### src/rtl/pqt_pkg.sv
// Shared types and constants for the planar heading to quaternion block.
`timescale 1ns / 1ps
package pqt_pkg;

   localparam int ANGLE_TABLE_LEN = 24;

   // Datapath widths of the two CORDIC chains.
   localparam int VEC_W = 34;
   localparam int ROT_W = 33;

   // atan(2^-i) in a 32-bit binary angle (2^32 is a full turn).
   localparam logic [31:0] ATAN_TABLE [ANGLE_TABLE_LEN] = '{
      32'h20000000, 32'h12E4051E, 32'h09FB385B, 32'h051111D4, 32'h028B0D43,
      32'h0145D7E1, 32'h00A2F61E, 32'h00517C55, 32'h0028BE53, 32'h00145F2F,
      32'h000A2F98, 32'h000517CC, 32'h00028BE6, 32'h000145F3, 32'h0000A2FA,
      32'h0000517D, 32'h000028BE, 32'h0000145F, 32'h00000A30, 32'h00000518,
      32'h0000028C, 32'h00000146, 32'h000000A3, 32'h00000051
   };

   // Start vector of the rotation, 2^30 divided by the CORDIC gain.
   localparam logic signed [ROT_W-1:0] CORDIC_X0 = 33'sd652032874;

   // Headings on the axes.
   localparam logic [15:0] HEAD_EAST  = 16'd0;
   localparam logic [15:0] HEAD_NORTH = 16'd16384;
   localparam logic [15:0] HEAD_WEST  = 16'd32768;
   localparam logic [15:0] HEAD_SOUTH = 16'd49152;

   typedef struct packed {
      logic signed [31:0] x;
      logic signed [31:0] y;
      logic signed [31:0] z;
   } pos_type;

   typedef struct packed {
      logic                    special;
      logic [15:0]             fixed_head;
      logic signed [VEC_W-1:0] x;
      logic signed [VEC_W-1:0] y;
      logic [31:0]             z;
   } vec_type;

   typedef struct packed {
      logic                    upper;
      logic [15:0]             head;
      logic signed [ROT_W-1:0] x;
      logic signed [ROT_W-1:0] y;
      logic signed [ROT_W-1:0] z;
   } rot_type;

   typedef struct packed {
      pos_type            pos;
      logic [15:0]        head;
      logic [14:0]        qz;
      logic signed [15:0] qw;
   } out_type;

endpackage

### src/rtl/pqt_rot_stage.sv
// One registered rotating CORDIC iteration.
`timescale 1ns / 1ps
module pqt_rot_stage import pqt_pkg::*; #(
   parameter int STEP = 0
) (
   input  logic    clock,
   input  logic    en,
   input  rot_type src,
   output rot_type rot_ff
);

   localparam logic signed [ROT_W-1:0] ATAN = $signed({1'b0, ATAN_TABLE[STEP]});

   rot_type rot_in;

   always_comb begin
      rot_in = src;
      if (src.z >= 0) begin
         rot_in.x = src.x - (src.y >>> STEP);
         rot_in.y = src.y + (src.x >>> STEP);
         rot_in.z = src.z - ATAN;
      end else begin
         rot_in.x = src.x + (src.y >>> STEP);
         rot_in.y = src.y - (src.x >>> STEP);
         rot_in.z = src.z + ATAN;
      end
   end

   always_ff @(posedge clock) begin
      if (en) begin
         rot_ff <= rot_in;
      end
   end

endmodule

### config.mk
export PLATFORM = sky130hd
export DESIGN_NAME = pqt_rot_stage
export DESIGN_NICKNAME = d
export VERILOG_FILES = /design/src/rtl/pqt_pkg.sv /design/src/rtl/pqt_rot_stage.sv
export SDC_FILE = /design/constraint.sdc
export NUM_CORES = 1
export LEC_CHECK = 0
export ABC_AREA = 1
export BUFFER_PORTS_ARGS = -buffer_cell sky130_fd_sc_hd__clkbuf_2
export CAP_MARGIN = 5
export CORE_MARGIN = 10
export CORE_UTILIZATION = 45
export CTS_CLUSTER_SIZE = 40
export DETAILED_ROUTE_END_ITERATION = 7
export GPL_ROUTABILITY_DRIVEN = 0
export PLACE_DENSITY = 0.79
export SETUP_SLACK_MARGIN = 0.05
export SLEW_MARGIN = 20
export SYNTH_ARGS = -nofsm -noshare
export SYNTH_HDL_FRONTEND = slang
export SYNTH_SLANG_ARGS = --single-unit
### constraint.sdc
create_clock -name clock -period 3.7 [get_ports clock]
set_input_delay 0.185 -clock clock [delete_from_list [all_inputs] [get_ports clock]]
set_output_delay 0.185 -clock clock [all_outputs]
set_load 0.03 [all_outputs]
==> impl_metrics.ini <==
[worst_setup_path]
path_depth = 14
worstPathMaxFanout = 9
worstSetupStartpointType = input pin
path_class = in2reg
critical-path-top-delay-family = simple AND/OR/NAND/NOR gates
cp_cell_sequence = clkbuf_2 > inv_1 > ha_1 > nand2_1 > nor2_2 > inv_2 > nor3_2 > nand2_1 > nand2_1 > nand2_1 > nand2_1 > nand2_1 > nand3_1 > nand2_1
required_ns = 3.86
critical_path_arrival_ns = 2.24
slowest_delay_ns = 0.55
path_buf_inv = 3
crit_slowest_cell = ha_1
cp_common_cell = nand2_1
endpoint_kind = flip-flop

[timing]
timing.fmax_mhz = 481
setup_tns_ns = 0
slew-limit-headroom_pct = 37.1
min_period_ns = 2.08
slew_violations = 0
period_share_pct = 56.2
setup_viol = 0
hold_violations = 0
rsz0062_at_grt = false
worstMarginPinSlew_ns = 0.944

[global_route]
grt_max_degree = 71
met1_usage_pct = 29.5
grt.met3_usage_pct = 5.46
grt_antenna_before_repair = 1
first_global_vias = 11667
grt_overflow = 0
track_usage_pct = 22.5
met2_usage_pct = 34.8
top_usage_layer = met2
grt_pass1_wl_um = 59500

[outcome]
status = finished clean

[yosys]
ys_ff_latch = 115
async_reset_ff_share_pct = 0
ys_seq_area_share_pct = 30.1
yosys_most_used_dff = edfxtp_1
synth-edff-count = 115
synth_top_area_share_pct = 30.1
synth_cell_types = 36
synth_area_um2 = 11500
yosys-top-cells-area = edfxtp_1 30%, nand2_1 21%, ha_1 12%, inv_1 11%, nand3_1 7.0%
syn_avg_cell_area_um2 = 6.57
synth_top_cell_by_area = edfxtp_1
synth.net_count = 1973
yosysWarnings = 0
synthCells = 1744

[die]
die_height_um = 180
die_w_um = 180
initial_core_util_pct = 45.6
dieArea_um2 = 32200
core_um2 = 25100
rows = 58
io_pins = 234

[finish]
reg_top3 = rot_ff (115)
largest_reg_flops = 115
drive_above_1_share_pct = 15.8
fillCellCount = 2462
nNetsFinal = 2230
layout_commonest_cell = nand2_1
fin_area_um2 = 13800
layout_common_cells = 640 x nand2_1, 341 x inv_1, 232 x clkbuf_2, 160 x nand3_1, 115 x edfxtp_1
top_register = rot_ff
syn_to_final_growth_pct = 20.6

[detailed_routing]
wl_um = 37200
drtIter0Drc = 1402
dr.pass1.iters = 6
postRouteAntennaNets = 0
routed_via_density = 5.12
wire_per_inst_um = 15.8
drc = 0
via_count = 12012

[clock_tree]
cts_tree = built
cts_made_buffers = 17
htree_levels = 4
path_clk_slew_ns = 0.06
cts_sinks = 115
clock_tree.root_cell = clkbuf_16
clockBufferDepth = 2
cts_setup_buffers = 0

[flow_run]
cap_violations = 0

[place]
dp_hpwl_um = 30500
port_buffers = 233
placed_area_um2 = 12800

[power_and_ir_drop]
power_density_nw_per_um2 = 377
power.leakage_nw = 7.71
vdd_ir_drop_max_mv = 0.228

[min_path]
min_path_cells = 2
hp-class = in2reg
-- power breakdown --
part / internal (mW) / switching, mW / leakage [nW] / total, mW
registers: 1.63 / 0.0522 / 1.12 / 1.68
clock network: 0.941 / 0.671 / 0.275 / 1.61
logic: 0.555 / 1.36 / 6.31 / 1.91
-- cells in the mapped netlist (2+ instances only) --
cell,instances
nand2_1,640
inv_1,341
nand3_1,160
edfxtp_1,115
ha_1,107
nor2_1,100
a21oi_1,72
o21ai_0,34
xor2_1,25
buf_4,19
nand4_1,16
nand2_2,15
nor2_2,13
o21bai_1,11
buf_2,10
clkbuf_1,10
inv_2,8
nor3_1,5
a31oi_1,4
fa_1,4
nor3_2,4
o21a_1,4
o22ai_1,4
buf_6,3
o21ai_1,3
a21oi_2,2
and3_4,2
clkbuf_8,2
nand2_4,2
nor2_4,2
o31ai_1,2
-- routing by layer --
layer	vias to the layer above	share of wire, %
met5	-	0
met4	0	3.6
met3	93	11
met2	695	44
met1	5302	42
li1	5922	-
-- timing repair --
item	4_1_cts	5_1_grt
hold buffers	46	0
endpoints found under the setup margin	0	0
resized for setup	0	0
endpoints found under the hold margin	46	0
-- logic make-up (layout without fill, tap and decap cells) --
group	after synthesis	after routing	share of synthesized area (%)
simple gates	961	961	35.0
buf+inv	394	664	14.0
compound gates	138	138	6.60
flops	115	115	30.1
fa+ha+maj	111	111	12.4
xor+xnor	25	25	1.91
other cells	0	1	0
-- path summary, 6_finish.rpt --
| kind | startpoint | to | slack [ns] |
|---|---|---|---|
| setup / recovery | src[40] | rot_ff[93] | 1.62 |
| hold / removal | src[29] | rot_ff[29] | 0.05 |
-- cell type report --
class	count	area (µm²)	area share, %
Multi-Input combinational cell	1235	6400	46.3
Sequential cell	115	3450	25.0
Timing Repair Buffer	282	1660	12.0
Inverter	350	1310	9.51
Clock buffer	17	425	3.08
Tap cell	330	413	2.99
Clock inverter	15	146	1.06
Antenna cell	1	2.50	0.0181
-- per-stage QoR --
stage / hold slack [ns] / setup WS (ns) / instances / utilization, % / total power, mW
4_1_cts: 0.0289 / 1.71 / 2344 / 55.0 / 5.21
3_3_place_gp: 0.362 / 1.29 / 2266 / 50.9 / 3.50
6_report: 0.0498 / 1.62 / 2345 / 55.0 / 5.21
5_1_grt: 0.0464 / 1.50 / 2345 / 55.0 / 5.49
3_5_place_dp: 0.364 / 1.27 / 2266 / 50.9 / 3.54
2_1_floorplan: 0.284 / 1.88 / 1744 / - / 2.97
(Power assumes the default switching activity.)
