`config.mk`:
```
export PLATFORM = sky130hd
export DESIGN_NAME = pqt_vec_stage
export DESIGN_NICKNAME = d
export VERILOG_FILES = /design/src/rtl/pqt_pkg.sv /design/src/rtl/pqt_vec_stage.sv
export SDC_FILE = /design/constraint.sdc
export NUM_CORES = 1
export LEC_CHECK = 0
export BUFFER_PORTS_ARGS = -buffer_cell sky130_fd_sc_hd__buf_2
export CORE_ASPECT_RATIO = 1.5
export CORE_UTILIZATION = 44
export DETAILED_ROUTE_END_ITERATION = 7
export PLACE_DENSITY = 0.78
export SLEW_MARGIN = 5
export SYNTH_ARGS = -nofsm -noshare
export SYNTH_HDL_FRONTEND = slang
export SYNTH_SLANG_ARGS = --single-unit
```
`constraint.sdc`:
```
create_clock -name clock -period 4.2 [get_ports clock]
set_input_delay 0.84 -clock clock [delete_from_list [all_inputs] [get_ports clock]]
set_output_delay 0.84 -clock clock [all_outputs]
set_load 0.02 [all_outputs]
```
`src/rtl/pqt_pkg.sv`:
```
// Shared types and constants for the planar heading to quaternion block.
`timescale 1ns / 1ps
package pqt_pkg;

   localparam int ANGLE_TABLE_LEN = 24;

   // Datapath widths of the two CORDIC chains.
   localparam int VEC_W = 34;
   localparam int ROT_W = 33;

   // atan(2^-i) in a 32-bit binary angle (2^32 is a full turn).
   localparam logic [31:0] ATAN_TABLE [ANGLE_TABLE_LEN] = '{
      32'h20000000, 32'h12E4051E, 32'h09FB385B, 32'h051111D4, 32'h028B0D43,
      32'h0145D7E1, 32'h00A2F61E, 32'h00517C55, 32'h0028BE53, 32'h00145F2F,
      32'h000A2F98, 32'h000517CC, 32'h00028BE6, 32'h000145F3, 32'h0000A2FA,
      32'h0000517D, 32'h000028BE, 32'h0000145F, 32'h00000A30, 32'h00000518,
      32'h0000028C, 32'h00000146, 32'h000000A3, 32'h00000051
   };

   // Start vector of the rotation, 2^30 divided by the CORDIC gain.
   localparam logic signed [ROT_W-1:0] CORDIC_X0 = 33'sd652032874;

   // Headings on the axes.
   localparam logic [15:0] HEAD_EAST  = 16'd0;
   localparam logic [15:0] HEAD_NORTH = 16'd16384;
   localparam logic [15:0] HEAD_WEST  = 16'd32768;
   localparam logic [15:0] HEAD_SOUTH = 16'd49152;

   typedef struct packed {
      logic signed [31:0] x;
      logic signed [31:0] y;
      logic signed [31:0] z;
   } pos_type;

   typedef struct packed {
      logic                    special;
      logic [15:0]             fixed_head;
      logic signed [VEC_W-1:0] x;
      logic signed [VEC_W-1:0] y;
      logic [31:0]             z;
   } vec_type;

   typedef struct packed {
      logic                    upper;
      logic [15:0]             head;
      logic signed [ROT_W-1:0] x;
      logic signed [ROT_W-1:0] y;
      logic signed [ROT_W-1:0] z;
   } rot_type;

   typedef struct packed {
      pos_type            pos;
      logic [15:0]        head;
      logic [14:0]        qz;
      logic signed [15:0] qw;
   } out_type;

endpackage

```
`src/rtl/pqt_vec_stage.sv`:
```
// One registered vectoring CORDIC iteration.
`timescale 1ns / 1ps
module pqt_vec_stage import pqt_pkg::*; #(
   parameter int STEP = 0
) (
   input  logic    clock,
   input  logic    en,
   input  vec_type src,
   output vec_type vec_ff
);

   localparam logic [31:0] ATAN = ATAN_TABLE[STEP];

   vec_type vec_in;

   // Drive y toward zero; the angle accumulator wraps modulo a full turn.
   always_comb begin
      vec_in = src;
      if (src.y > 0) begin
         vec_in.x = src.x + (src.y >>> STEP);
         vec_in.y = src.y - (src.x >>> STEP);
         vec_in.z = src.z + ATAN;
      end else begin
         vec_in.x = src.x - (src.y >>> STEP);
         vec_in.y = src.y + (src.x >>> STEP);
         vec_in.z = src.z - ATAN;
      end
   end

   always_ff @(posedge clock) begin
      if (en) begin
         vec_ff <= vec_in;
      end
   end

endmodule

```
==> reports/qor.csv <==
stage,metric,value,unit
synthesis,async_flop_share,0,%
floorplanning,placementRows,64,
synthesis,synth.avg_cell_area,9.42,sq um
global_route,grt_pass1_vias,8729,
synthesis,synth_top_area_share,37.4,%
synthesis,synthTopCellsByArea,"edfxtp_1 (37%), ha_1 (13%), a21oi_1 (5.9%), xnor2_1 (5.3%), inv_1 (3.8%)",
synthesis,synth_ff_type,edfxtp_1,
synthesis,synth_cells,989,
synthesis,yosys-mux-area-fraction,1.50,%
route,routed_wl,30100,um
synthesis,synth_largest_area_cell,edfxtp_1,
route,drt_first_pass_iters,5,
timing,fin_crit_sh,90.9,%
timing,relSlewSlack,47.4,%
place,io_buffers,235,
power,seqPwrFrac,35.0,%
clock_tree,cts_buffer_depth,2,
clock_tree,clock-sinks,116,
min_path,hold_class,input port to flop,
worst_setup_path,cp-end-kind,flop,
power,p_per_area,379,nW/um^2
timing,hold_viol_final,0,
final_layout,largest_reg_flops,116,
floorplanning,start_util,45.3,%
timing,rsz0062_at_grt,no,
clock_tree,ctsRootBufferMaster,clkbuf_16,
power,swShare,35.2,%
final_layout,drive_gt1_share,25.3,%
route,vias_per_cell,5.83,
synthesis,synth.distinct_cells,68,
timing,max_freq,0.262,GHz
place,dp_slack,0.0772,ns
synthesis,synth_edf_count,116,
synthesis,synth_most_common_cell,edfxtp_1,
clock_tree,post_cts_buffers,0,
status,status,completed,
final_layout,area_growth,22.6,%
worst_setup_path,worst-path-max-fanout,6,
synthesis,ys_seq_area_share,37.4,%
clock_tree,htreeDepth,4,
global_route,grt_pass1_wl,46100,um
worst_setup_path,cp.required,4.37,ns
clock_tree,ctsHoldBuffers,0,
floorplanning,ioPinCount,236,
worst_setup_path,cp_data_arrival_time,3.99,ns
synthesis,synth.ff_latch_count,116,
power,p_int,0.00280,W
synthesis,yosys.area_share.simple,11.0,%
floorplanning,dieArea,21800,sq um
route,wl_per_cell,19.9,um
synthesis,synth_commonest_cells,"edfxtp_1 (116), a21oi_1 (110), ha_1 (100)",
synthesis,syn-num-nets,1212,
timing,setup_viol,0,
route,antenna_left,0,
power,switchingPower,0.00153,W
floorplanning,die_y,180,um
timing,slew_viol_final,0,
route,vias,8806,
final_layout,fin_nets,1455,
timing,fin_setup_tns,0,ns
worst_setup_path,cp-start-kind,input port,
power,p_leak,5.15,nW
timing,period_minus_slack,3.82,ns
route,drc,0,
clock_tree,clk_pin_slew,0.07,ns
synthesis,synth_fa_ha_area_share,14.3,%
synthesis,synthesis.area,9310,sq um
final_layout,fin_util,55.5,%
route,drt_iter0_markers,696,
final_layout,fillers,1845,
timing,worst_slack,0.383,ns
synthesis,synth_top_family_by_area,compound AO/OA/AOI/OAI gates,
final_layout,top_regs,vec_ff x116,
global_route,grt_usage,27.7,%
place,post-dp-hpwl,23400,um
floorplanning,die_width,121,um
timing,worst_slew_pin_slew,0.788,ns
place,gp_congestion,0.981,
final_layout,regMostFlops,vec_ff,
global_route,antenna_found_initial,1,
flow_run,drv_cap,0,
floorplanning,coreArea,20600,sq um
clock_tree,cts_tree,done,
clock_tree,ctsResizeCount,0,
power,ir_drop,0.000301,V
power,combPwrFrac,32.7,%
global_route,grt.overflow.total,0,
synthesis,yosys_warnings,0,
power,clkPwrFrac,32.3,%
global_route,grt_max_degree,60,
synthesis,synth_compound_area_share,22.8,%
worst_setup_path,critPathKind,input port to flop,
synthesis,synthXorXnorAreaFrac,6.39,%
clock_tree,cts_buffers,17,
-- cells by family after synthesis --
family | after synthesis
compound gates | 333
xor+xnor | 68
fa+ha+maj | 104
buf+inv | 144
flops | 116
mux | 14
simple gates | 210
-- final cells by class --
class | instances | area [sq um] | area share [%]
tap | 264 | 330 | 2.89
timing repair buffer | 269 | 1450 | 12.7
multi-input combinational | 729 | 5230 | 45.8
clock inverter | 15 | 134 | 1.17
clock buffer | 17 | 425 | 3.72
inverter | 99 | 372 | 3.25
antenna | 1 | 2.50 | 0.0219
sequential | 116 | 3480 | 30.5
-- per-stage QoR --
stage | instances | hold slack (ns) | power, W | area, sq um
3_3_place_gp | 1477 | 1.02 | 0.00292 | 10900
2_1_floorplan | 989 | 0.939 | 0.00244 | 9310
3_5_place_dp | 1477 | 1.02 | 0.00293 | 10900
4_1_cts | 1509 | 0.558 | 0.00433 | 11400
5_1_grt | 1510 | 0.562 | 0.00450 | 11400
6_report | 1510 | 0.568 | 0.00433 | 11400
-- routing by layer --
metal	up-vias	global-route usage (%)	wire (um)
met4	0	20.4	2110
met3	125	4.59	1980
met1	4147	30.9	11300
met5	-	0	0
li1	4074	-	-
met2	460	47.1	14700
-- cells in the final DEF, fill, tap and decap left out, types with 4 or more instances in the layout --
| cell type | instances |
|---|---|
| a211o_1 | 6 |
| a211oi_1 | 19 |
| a21o_1 | 27 |
| a21oi_1 | 109 |
| a221oi_1 | 5 |
| a31oi_1 | 14 |
| and3_1 | 5 |
| buf_2 | 234 |
| buf_4 | 34 |
| clkbuf_16 | 17 |
| clkinv_1 | 4 |
| clkinvlp_4 | 4 |
| edfxtp_1 | 116 |
| fa_1 | 4 |
| ha_1 | 100 |
| inv_1 | 94 |
| mux2i_1 | 14 |
| nand2_1 | 37 |
| nand2b_1 | 15 |
| nand3_1 | 17 |
| nand4_1 | 11 |
| nor2_1 | 72 |
| nor2b_1 | 6 |
| nor3_1 | 16 |
| nor4_1 | 11 |
| o211ai_1 | 15 |
| o21a_1 | 17 |
| o21ai_0 | 55 |
| o21ai_1 | 4 |
| o21bai_1 | 16 |
| o22ai_1 | 4 |
| o31a_1 | 6 |
| o31ai_1 | 8 |
| o41ai_1 | 4 |
| xnor2_1 | 56 |
| xor2_1 | 12 |
-- worst paths after layout --
| check | startpoint | end | slack, ns | cells past startpoint |
|---|---|---|---|---|
| worst max-delay path | src[33] | vec_ff[99]$_DFFE_PP_ | 0.38 | 14 |
| worst min-delay path | src[22] | vec_ff[22]$_DFFE_PP_ | 0.57 | 1 |
-- power by group through the flow --
stage	Clock (W)	Sequential, W	Combinational (W)
after floorplan	0	0.00175	0.000690
after global placement	0	0.00154	0.00138
after detailed placement	0	0.00154	0.00138
after CTS	0.00141	0.00152	0.00140
after global routing	0.00145	0.00153	0.00152
final	0.00140	0.00152	0.00141
-- critical path, stage by stage --
cell,delay (ns)
buf_2,0.18
inv_1,0.10
ha_1,0.32
nor2b_1,0.16
o31ai_1,0.29
a31oi_1,0.24
a211oi_1,0.30
buf_4,0.20
o21ai_0,0.10
buf_4,0.17
a2111oi_0,0.65
o21a_1,0.23
a211oi_1,0.06
xnor2_1,0.15
Note: power is estimated with default switching activity, not from simulation.
